## src/sv/dra_pkg.sv

```systemverilog
// Shared types and constants for the dirty region accumulator.
// No dependencies.
`default_nettype none
package dra_pkg;

    // Command codes
    localparam logic [1:0] CMD_ADD   = 2'd0;
    localparam logic [1:0] CMD_READ  = 2'd1;
    localparam logic [1:0] CMD_CLEAR = 2'd2;

    localparam int CW_COORD = 16;
    localparam int AREA_W   = 36;   // 18 x 18 signed product
    localparam int NW       = 5;    // n and n+1, at most 16
    localparam int LIM_W    = 4;
    localparam logic [LIM_W-1:0] LIMIT_RESET = 4'd8;

    typedef struct packed {
        logic        [1:0]  cmd;
        logic signed [15:0] left;
        logic signed [15:0] top;
        logic signed [15:0] right;
        logic signed [15:0] bottom;
    } in_item_t;

    typedef struct packed {
        logic signed [15:0] rect_x;
        logic signed [15:0] rect_y;
        logic        [16:0] rect_w;
        logic        [16:0] rect_h;
        logic               empty_res;
        logic               last;
    } out_item_t;

    typedef struct packed {
        logic signed [15:0] x1;
        logic signed [15:0] y1;
        logic signed [15:0] x2;
        logic signed [15:0] y2;
    } box_t;

    // Controller to datapath commands
    typedef struct packed {
        logic load_in;
        logic clr_idx;
        logic inc_idx;
        logic first_add;
        logic merge_hit;
        logic append;
        logic clear;
        logic calc_area;
        logic acc;
        logic calc_barea;
        logic calc_prod;
        logic out_entry;
        logic out_bbox;
        logic out_empty;
    } dp_cmd_t;

    // Datapath to controller status
    typedef struct packed {
        logic [1:0] cmd;
        logic       cnt_zero;
        logic       cnt_one;
        logic       idx_last;
        logic       hit;
        logic       all_ok;
        logic       out_busy;
    } dp_stat_t;

endpackage
`default_nettype wire

```

## src/sv/dra_datapath.sv

```systemverilog
// Datapath: region memory, bounding box, area accumulation, overhead test, output register.
// Depends on dra_pkg.
`default_nettype none
module dra_datapath import dra_pkg::*; #(
    parameter int TABLE_DEPTH = 8
) (
    input  wire logic             aclk,
    input  wire logic             aresetn,
    input  wire logic             cfg_wr_en,
    input  wire logic [LIM_W-1:0] cfg_wr_data,
    input  wire in_item_t         s_data,
    input  wire logic             m_ready,
    output logic                  m_valid,
    output out_item_t             m_data,
    input  wire dp_cmd_t          cmd,
    output dp_stat_t              stat
);
    localparam int IW   = (TABLE_DEPTH > 1) ? $clog2(TABLE_DEPTH) : 1;
    localparam int CNTW = $clog2(TABLE_DEPTH + 1);
    localparam int TW   = AREA_W + 1 + $clog2(TABLE_DEPTH);
    localparam int CMW  = TW + NW + 1;
    localparam logic [7:0] MAX8 = 8'(TABLE_DEPTH);

    box_t                   mem [TABLE_DEPTH];
    in_item_t               in_reg;
    box_t                   bbox_reg, bbox_next;
    box_t                   rd_reg;
    logic [CNTW-1:0]        count_reg, count_next;
    logic [CNTW-1:0]        idx_reg, idx_next;
    logic [LIM_W-1:0]       limit_reg;
    logic signed [AREA_W-1:0] area_reg;
    logic signed [TW-1:0]   total_reg;
    logic signed [CMW-1:0]  p_reg, t_reg;
    logic                   out_valid_reg;
    out_item_t              out_reg, out_next;
    logic                   out_load;
    box_t                   new_box, hit_merged;
    logic                   we;
    logic [IW-1:0]          waddr;
    box_t                   wdata;
    logic [7:0]             lim8, cnt8;
    logic [NW-1:0]          n_val, d_val;
    box_t                   area_src;
    logic signed [17:0]     dx, dy;

    assign new_box = '{x1: in_reg.left, y1: in_reg.top, x2: in_reg.right, y2: in_reg.bottom};

    function automatic box_t merge_box(box_t a, box_t b);
        box_t r;
        r    = a;
        if (b.x1 < a.x1) r.x1 = b.x1;
        if (b.y1 < a.y1) r.y1 = b.y1;
        if (b.x2 > a.x2) r.x2 = b.x2;
        if (b.y2 > a.y2) r.y2 = b.y2;
        return r;
    endfunction

    // Intersect, or share one axis span with a ending just before b starts on the other
    function automatic logic touch(box_t a, box_t b);
        logic signed [16:0] bx2m, by2m, bx1m, by1m;
        bx2m = 17'(b.x2) - 17'sd1;
        by2m = 17'(b.y2) - 17'sd1;
        bx1m = 17'(b.x1) - 17'sd1;
        by1m = 17'(b.y1) - 17'sd1;
        if (a.x1 <= b.x2 && a.x2 >= b.x1 && a.y1 <= b.y2 && a.y2 >= b.y1)
            return 1'b1;
        if (a.x1 == b.x1 && a.x2 == b.x2)
            return (17'(a.y1) == by2m) || (17'(a.y2) == by1m);
        if (a.y1 == b.y1 && a.y2 == b.y2)
            return (17'(a.x1) == bx2m) || (17'(a.x2) == bx1m);
        return 1'b0;
    endfunction

    function automatic out_item_t emit(box_t r, logic is_last);
        out_item_t o;
        o.rect_x    = r.x1;
        o.rect_y    = r.y1;
        o.rect_w    = 17'(17'(r.x2) - 17'(r.x1) + 17'sd1);
        o.rect_h    = 17'(17'(r.y2) - 17'(r.y1) + 17'sd1);
        o.empty_res = 1'b0;
        o.last      = is_last;
        return o;
    endfunction

    // Effective limit and overhead factor n = lim - count + 1, or 1 when count exceeds lim
    always_comb begin
        lim8 = 8'(limit_reg);
        if (lim8 == 8'd0) lim8 = 8'd1;
        if (lim8 > MAX8) lim8 = MAX8;
        cnt8 = 8'(count_reg);
        if (cnt8 > lim8) n_val = NW'(1);
        else n_val = NW'(lim8 - cnt8 + 8'd1);
        d_val = n_val + NW'(1);
    end

    assign hit_merged = merge_box(rd_reg, new_box);
    assign bbox_next  = merge_box(bbox_reg, new_box);

    // Memory write port selection
    always_comb begin
        we         = 1'b0;
        waddr      = '0;
        wdata      = new_box;
        count_next = count_reg;
        if (cmd.first_add) begin
            we         = 1'b1;
            count_next = CNTW'(1);
        end else if (cmd.merge_hit) begin
            we    = 1'b1;
            waddr = idx_reg[IW-1:0];
            wdata = hit_merged;
        end else if (cmd.append) begin
            we = 1'b1;
            if (cnt8 >= lim8) begin
                wdata      = bbox_next;
                count_next = CNTW'(1);
            end else begin
                waddr      = count_reg[IW-1:0];
                count_next = count_reg + CNTW'(1);
            end
        end else if (cmd.clear) begin
            count_next = '0;
        end
    end

    always_ff @(posedge aclk) begin
        if (we) mem[waddr] <= wdata;
        rd_reg <= mem[idx_reg[IW-1:0]];
    end

    // Index counter
    always_comb begin
        idx_next = idx_reg;
        if (cmd.clr_idx) idx_next = '0;
        else if (cmd.inc_idx) idx_next = idx_reg + CNTW'(1);
    end

    // Area operand: stored entry or bounding box
    assign area_src = cmd.calc_barea ? bbox_reg : rd_reg;
    assign dx = 18'(area_src.x2) - 18'(area_src.x1) + 18'sd1;
    assign dy = 18'(area_src.y2) - 18'(area_src.y1) + 18'sd1;

    // Output register load
    always_comb begin
        out_load = cmd.out_entry | cmd.out_bbox | cmd.out_empty;
        out_next = out_reg;
        if (cmd.out_empty) begin
            out_next           = '0;
            out_next.empty_res = 1'b1;
            out_next.last      = 1'b1;
        end else if (cmd.out_bbox) begin
            out_next = emit(bbox_reg, 1'b1);
        end else if (cmd.out_entry) begin
            out_next = emit(rd_reg, stat.idx_last);
        end
    end

    always_ff @(posedge aclk) begin
        if (!aresetn) begin
            count_reg     <= '0;
            limit_reg     <= LIMIT_RESET;
            out_valid_reg <= 1'b0;
            idx_reg       <= '0;
        end else begin
            count_reg <= count_next;
            idx_reg   <= idx_next;
            if (cfg_wr_en) limit_reg <= cfg_wr_data;
            if (out_load) out_valid_reg <= 1'b1;
            else if (m_ready) out_valid_reg <= 1'b0;
        end
    end

    // Payload registers
    always_ff @(posedge aclk) begin
        if (cmd.load_in) in_reg <= s_data;
        if (cmd.first_add) bbox_reg <= new_box;
        else if (cmd.merge_hit || cmd.append) bbox_reg <= bbox_next;
        if (cmd.calc_area || cmd.calc_barea) area_reg <= dx * dy;
        if (cmd.clr_idx) total_reg <= '0;
        else if (cmd.acc) total_reg <= total_reg + TW'(area_reg);
        if (cmd.calc_prod) begin
            p_reg <= CMW'(area_reg) * CMW'($signed({1'b0, n_val}));
            t_reg <= CMW'(total_reg) * CMW'($signed({1'b0, d_val}));
        end
        if (out_load) out_reg <= out_next;
    end

    // total < bound*n/(n+1), truncating toward zero, without a divider
    always_comb begin
        stat.cmd      = in_reg.cmd;
        stat.cnt_zero = (count_reg == '0);
        stat.cnt_one  = (count_reg == CNTW'(1));
        stat.idx_last = (idx_reg == count_reg - CNTW'(1));
        stat.hit      = touch(rd_reg, new_box);
        stat.out_busy = out_valid_reg;
        if (!p_reg[CMW-1]) stat.all_ok = (t_reg + CMW'($signed({1'b0, d_val}))) <= p_reg;
        else stat.all_ok = t_reg < p_reg;
    end

    assign m_valid = out_valid_reg;
    assign m_data  = out_reg;
endmodule
`default_nettype wire

```

## src/sv/dra_ctrl.sv

```systemverilog
// Controller state machine sequencing add, read-out and clear transactions.
// Depends on dra_pkg.
`default_nettype none
module dra_ctrl import dra_pkg::*; (
    input  wire logic     aclk,
    input  wire logic     aresetn,
    input  wire logic     s_valid,
    output logic          s_ready,
    input  wire dp_stat_t stat,
    output dp_cmd_t       cmd
);
    typedef enum logic [13:0] {
        ST_IDLE    = 14'b00000000000001,
        ST_DECODE  = 14'b00000000000010,
        ST_ADD_RD  = 14'b00000000000100,
        ST_ADD_CHK = 14'b00000000001000,
        ST_SUM_RD  = 14'b00000000010000,
        ST_SUM_MUL = 14'b00000000100000,
        ST_SUM_ACC = 14'b00000001000000,
        ST_BND     = 14'b00000010000000,
        ST_PROD    = 14'b00000100000000,
        ST_CMP     = 14'b00001000000000,
        ST_EM_RD   = 14'b00010000000000,
        ST_EM_WAIT = 14'b00100000000000,
        ST_FIN     = 14'b01000000000000,
        ST_EM_LD   = 14'b10000000000000
    } state_t;

    state_t state_reg, state_next;

    assign s_ready = (state_reg == ST_IDLE);

    always_comb begin
        state_next = state_reg;
        cmd        = '0;
        case (state_reg)
            ST_IDLE: begin
                if (s_valid) begin
                    cmd.load_in = 1'b1;
                    state_next  = ST_DECODE;
                end
            end
            ST_DECODE: begin
                state_next = ST_IDLE;
                case (stat.cmd)
                    CMD_ADD: begin
                        if (stat.cnt_zero) cmd.first_add = 1'b1;
                        else begin
                            cmd.clr_idx = 1'b1;
                            state_next  = ST_ADD_RD;
                        end
                    end
                    CMD_READ: begin
                        if (stat.cnt_zero) begin
                            cmd.out_empty = 1'b1;
                            state_next    = ST_FIN;
                        end else if (stat.cnt_one) begin
                            cmd.out_bbox = 1'b1;
                            state_next   = ST_FIN;
                        end else begin
                            cmd.clr_idx = 1'b1;
                            state_next  = ST_SUM_RD;
                        end
                    end
                    CMD_CLEAR: cmd.clear = 1'b1;
                    default: state_next = ST_IDLE;
                endcase
            end
            // Scan for the first matching entry
            ST_ADD_RD: state_next = ST_ADD_CHK;
            ST_ADD_CHK: begin
                if (stat.hit) begin
                    cmd.merge_hit = 1'b1;
                    state_next    = ST_IDLE;
                end else if (stat.idx_last) begin
                    cmd.append = 1'b1;
                    state_next = ST_IDLE;
                end else begin
                    cmd.inc_idx = 1'b1;
                    state_next  = ST_ADD_RD;
                end
            end
            // Sum the stored areas
            ST_SUM_RD: state_next = ST_SUM_MUL;
            ST_SUM_MUL: begin
                cmd.calc_area = 1'b1;
                state_next    = ST_SUM_ACC;
            end
            ST_SUM_ACC: begin
                cmd.acc = 1'b1;
                if (stat.idx_last) state_next = ST_BND;
                else begin
                    cmd.inc_idx = 1'b1;
                    state_next  = ST_SUM_RD;
                end
            end
            ST_BND: begin
                cmd.calc_barea = 1'b1;
                state_next     = ST_PROD;
            end
            ST_PROD: begin
                cmd.calc_prod = 1'b1;
                state_next    = ST_CMP;
            end
            ST_CMP: begin
                if (stat.all_ok) begin
                    cmd.clr_idx = 1'b1;
                    state_next  = ST_EM_LD;
                end else begin
                    cmd.out_bbox = 1'b1;
                    state_next   = ST_FIN;
                end
            end
            // Emit every entry, one transaction each; ST_EM_LD waits for the table read
            ST_EM_LD: state_next = ST_EM_RD;
            ST_EM_RD: begin
                if (!stat.out_busy) begin
                    cmd.out_entry = 1'b1;
                    state_next    = ST_EM_WAIT;
                end
            end
            ST_EM_WAIT: begin
                if (!stat.out_busy) begin
                    if (stat.idx_last) state_next = ST_IDLE;
                    else begin
                        cmd.inc_idx = 1'b1;
                        state_next  = ST_EM_LD;
                    end
                end
            end
            ST_FIN: begin
                if (!stat.out_busy) state_next = ST_IDLE;
            end
            default: state_next = ST_IDLE;
        endcase
    end

    always_ff @(posedge aclk) begin
        if (!aresetn) state_reg <= ST_IDLE;
        else state_reg <= state_next;
    end
endmodule
`default_nettype wire

```

## src/sv/dirty_region_accumulator.sv

```systemverilog
// Dirty region accumulator: top level joining controller and datapath.
// Depends on dra_pkg, dra_ctrl, dra_datapath.
//
// One transaction at a time. A clear, or an add on an empty table, ends
// in the decode state; other adds scan the stored entries until the first
// match (one memory read per entry). A read-out with at most one entry
// loads its result into the output register in the decode state; otherwise
// it sums the stored areas (read, multiply, accumulate per entry), then
// computes the bounding area and the overhead compare. If that fails it
// emits the bounding box alone, else each stored rectangle in turn (table
// read, output load, handshake, advance), waiting while the output stalls.
// The region table has a single read port, read once per cycle.
`default_nettype none
module dirty_region_accumulator import dra_pkg::*; #(
    parameter int TABLE_DEPTH = 8
) (
    input  wire logic             aclk,
    input  wire logic             aresetn,
    input  wire logic             cfg_wr_en,
    input  wire logic [LIM_W-1:0] cfg_wr_data,
    input  wire logic             s_valid,
    output logic                  s_ready,
    input  wire in_item_t         s_data,
    output logic                  m_valid,
    input  wire logic             m_ready,
    output out_item_t             m_data
);
    dp_cmd_t  cmd;
    dp_stat_t stat;

    dra_ctrl u_ctrl (
        .aclk    (aclk),
        .aresetn (aresetn),
        .s_valid (s_valid),
        .s_ready (s_ready),
        .stat    (stat),
        .cmd     (cmd)
    );

    dra_datapath #(.TABLE_DEPTH(TABLE_DEPTH)) u_dp (
        .aclk        (aclk),
        .aresetn     (aresetn),
        .cfg_wr_en   (cfg_wr_en),
        .cfg_wr_data (cfg_wr_data),
        .s_data      (s_data),
        .m_ready     (m_ready),
        .m_valid     (m_valid),
        .m_data      (m_data),
        .cmd         (cmd),
        .stat        (stat)
    );
endmodule
`default_nettype wire

```

## config.mk

```make
export PLATFORM = sky130hd
export DESIGN_NAME = dirty_region_accumulator
export DESIGN_NICKNAME = d
export VERILOG_FILES = /design/src/sv/dra_pkg.sv /design/src/sv/dra_datapath.sv /design/src/sv/dra_ctrl.sv /design/src/sv/dirty_region_accumulator.sv
export SDC_FILE = /design/constraint.sdc
export NUM_CORES = 2
export LEC_CHECK = 0
export BUFFER_PORTS_ARGS = -buffer_cell sky130_fd_sc_hd__buf_2
export CORE_ASPECT_RATIO = 1.75
export CORE_MARGIN = 2
export CORE_UTILIZATION = 60
export CTS_CLUSTER_DIAMETER = 100
export CTS_CLUSTER_SIZE = 28
export DETAILED_ROUTE_END_ITERATION = 6
export PLACE_DENSITY = 0.81
export RECOVER_POWER = 50
export SYNTH_ARGS = -nofsm -noshare
export SYNTH_HDL_FRONTEND = slang
export SYNTH_SLANG_ARGS = --single-unit
```

## constraint.sdc

```tcl
create_clock -name aclk -period 13.8 [get_ports aclk]
set_clock_uncertainty 0.2 [all_clocks]
set_input_delay 1.38 -clock aclk [delete_from_list [all_inputs] [get_ports aclk]]
set_output_delay 1.38 -clock aclk [all_outputs]
set_load 0.005 [all_outputs]
```

==> results.yml <==
final_layout:
  layout_common_cells: "inv_1 (924), nand2_1 (862), edfxtp_1 (834)"
  multi_input_area_um2: 45900
  fin_area_um2: 81800
  final_cells: 9130
  regArea_um2: 27700
  layout_commonest_cell: "inv_1"
  final_layout_size_suffix_gt1_frac: 0.0582
  largest_reg_flops: 512
  top_register: "u_dp.mem"
  layout-area-overhead-vs-synth_pct: 5.21
  fillCellCount: 10200
  fin_nets: 8861
  fin_util: 0.637
global_routing:
  antenna_found_initial: 7
  grt_overflow: 0
  grt_max_degree: 70
  grt_pass1_vias: 60200
  track_usage: 0.334
  grt_pass1_wl_um: 338000
timing:
  fmax_ghz: 0.0781
  finalHoldViolCount: 0
  slew_violations: 773
  slew_headroom: -1.60
  setup_viol: 0
  min_period_ps: 12800
  fin_tns_setup_ps: 0
  setup_ws_ps: 999
  hold_ws_ps: 310
  rsz0062_at_grt: "no"
  worst_pin_slew_ps: 3900
  fin_crit_sh: 0.928
clock_network:
  htreeDepth: 2
  cts_made_buffers: 42
  cts_hold_buf: 0
  post_cts_buffers: 0
  clk_path_buf_depth: 3
  ctsRootBufferMaster: "clkbuf_16"
  cts_resized: 0
  clock-sinks: 965
  tritoncts: "built"
  clkLatencyLatePin_ps: 700
  path_clk_slew_ps: 130
synthesis:
  yosysTopAreaCellShare: 0.322
  syn_inst: 7352
  synthMuxAreaShare: 0.0516
  synthAdderAreaFrac: 0.275
  avgSynthCellArea_um2: 10.6
  synth-seq-area-share: 0.356
  yosys.cell_types.count: 91
  yosys_register_bits: 965
  synth-main-ff-cell: "edfxtp_1"
  synthTopCellsByArea: "edfxtp_1 (32%), fa_1 (15%), ha_1 (13%)"
  synth_edf_count: 834
  synth_compound_area_frac: 0.0940
  yosys.area_share.xor_xnor: 0.0403
  synth_simple_gate_area_frac: 0.128
  syn-cell-area_um2: 77800
  yosysWarnings: 0
  synthesis.nets: 8792
  yosysTopAreaCell: "edfxtp_1"
  synth_top_family_by_area: "adder cells"
  async_reset_ff_frac: 0
power:
  combPwrFrac: 0.228
  intPower_mw: 4.45
  p_sw_mw: 1.88
  switching_share: 0.297
  powerDensity_nw_per_um2: 77.3
  power_mw: 6.32
  power_leakage_nw: 36.2
  power.share.clock: 0.248
  seq_power_share: 0.524
  max-vdd-ir-drop_mv: 0.135
place:
  dpl_worst_slack_ps: 1090
  dp_hpwl_um: 175000
  placed_cell_area_um2: 80800
  globalplace.congestion: 0.998
  io_buffers: 144
  dpl.cell_count: 9049
worst_hold_path:
  holdPathStages: 2
  min_path_type: "reg -> reg"
drt:
  antenna_left: 0
  drt-initial-drc-count: 4332
  drc: 0
  wl_met1_um: 75500
  met3_length_um: 12000
  num_vias: 57000
  drt_wl_total_um: 222000
  viasPerCell: 6.24
  met2WireLength_um: 116000
  firstDrtPassIters: 6
  routed.top_layer: "met5"
  avgRoutedWirePerCell_um: 24.3
floorplanning:
  fp.dieH_um: 480
  ios: 145
  rows: 174
  design.core.area_um2: 128000
  dieArea_um2: 133000
  die_w_um: 276
  initial_core_util: 0.605
setup_path:
  worst_ep_required_time_ps: 13780
  worst_path_largest_cell_delay_ps: 1190
  cp_max_fo: 25
  endpoint_kind: "flip-flop"
  ff2ff_path_depth: 39
  critPathLaunchType: "flip-flop"
  crit_arrival_ps: 12780
  critical-path-slowest-cell: "clkbuf_1"
  crit_type: "reg -> reg"
flow_run:
  cap_violations: 23
run_status:
  violations: "max-capacitance violations, max-slew violations"
  status: "finished, violations left"
[power groups by stage]
stage	clock network (mW)	registers [mW]	logic [mW]
detailed placement	0	3.37	1.43
finish	1.57	3.31	1.44
global route	1.67	3.31	1.62
CTS	1.59	3.31	1.44
global placement	0	3.37	1.38
floorplan	0	3.35	1.07
[final timing paths]
path / slack (ps) / end / from
max: 1000 / u_dp.m_data[28] / u_dp.limit_reg[3]
min: 310 / u_dp.limit_reg[0] / u_dp.limit_reg[0]
max reg2reg: 1000 / u_dp.m_data[28] / u_dp.limit_reg[3]
min reg2reg: 310 / u_dp.limit_reg[0] / u_dp.limit_reg[0]
[kinds of logic after synthesis]
family                     count (synthesis)
AOI/OAI and AO/OA                       1167
and+or+nand+nor                         2108
muxes                                    240
xor gates and xnor gates                 358
DFF                                      965
adders and majority gates               1365
buffers and inverters                   1149
[Yosys cell counts (131+ instances only)]
| cell | count |
|---|---|
| a21o_1 | 158 |
| a21oi_1 | 341 |
| clkbuf_1 | 196 |
| dfxtp_1 | 131 |
| edfxtp_1 | 834 |
| fa_1 | 569 |
| ha_1 | 796 |
| inv_1 | 925 |
| nand2_1 | 863 |
| nor2_1 | 418 |
| o21ai_0 | 268 |
| xnor2_1 | 251 |
[worst max-delay path: cells and delay by family (launching register included)]
kind / cells / cell delay [ps]
AOI/OAI and AO/OA: 9 / 2810
xor gates and xnor gates: 1 / 150
adders and majority gates: 4 / 1720
buffers and inverters: 7 / 3360
DFF: 1 / 350
muxes: 2 / 500
and+or+nand+nor: 16 / 3130
[layout make-up]
type / instances / share of cell area
flip-flops and latches: 965 / 0.338
diodes: 3 / 0.0000918
repair buffers: 247 / 0.0174
clock inverters: 9 / 0.00147
well taps: 1672 / 0.0256
multi-input cells: 5238 / 0.560
inverters: 927 / 0.0425
clock buffers: 69 / 0.0143
[layer usage]
layer / GRT usage / vias up
li1: - / 25600
met1: 0.348 / 28400
met2: 0.623 / 2175
met3: 0.0380 / 763
met4: 0.240 / 4
met5: 0 / -
Power figures use the tool's default switching activity.
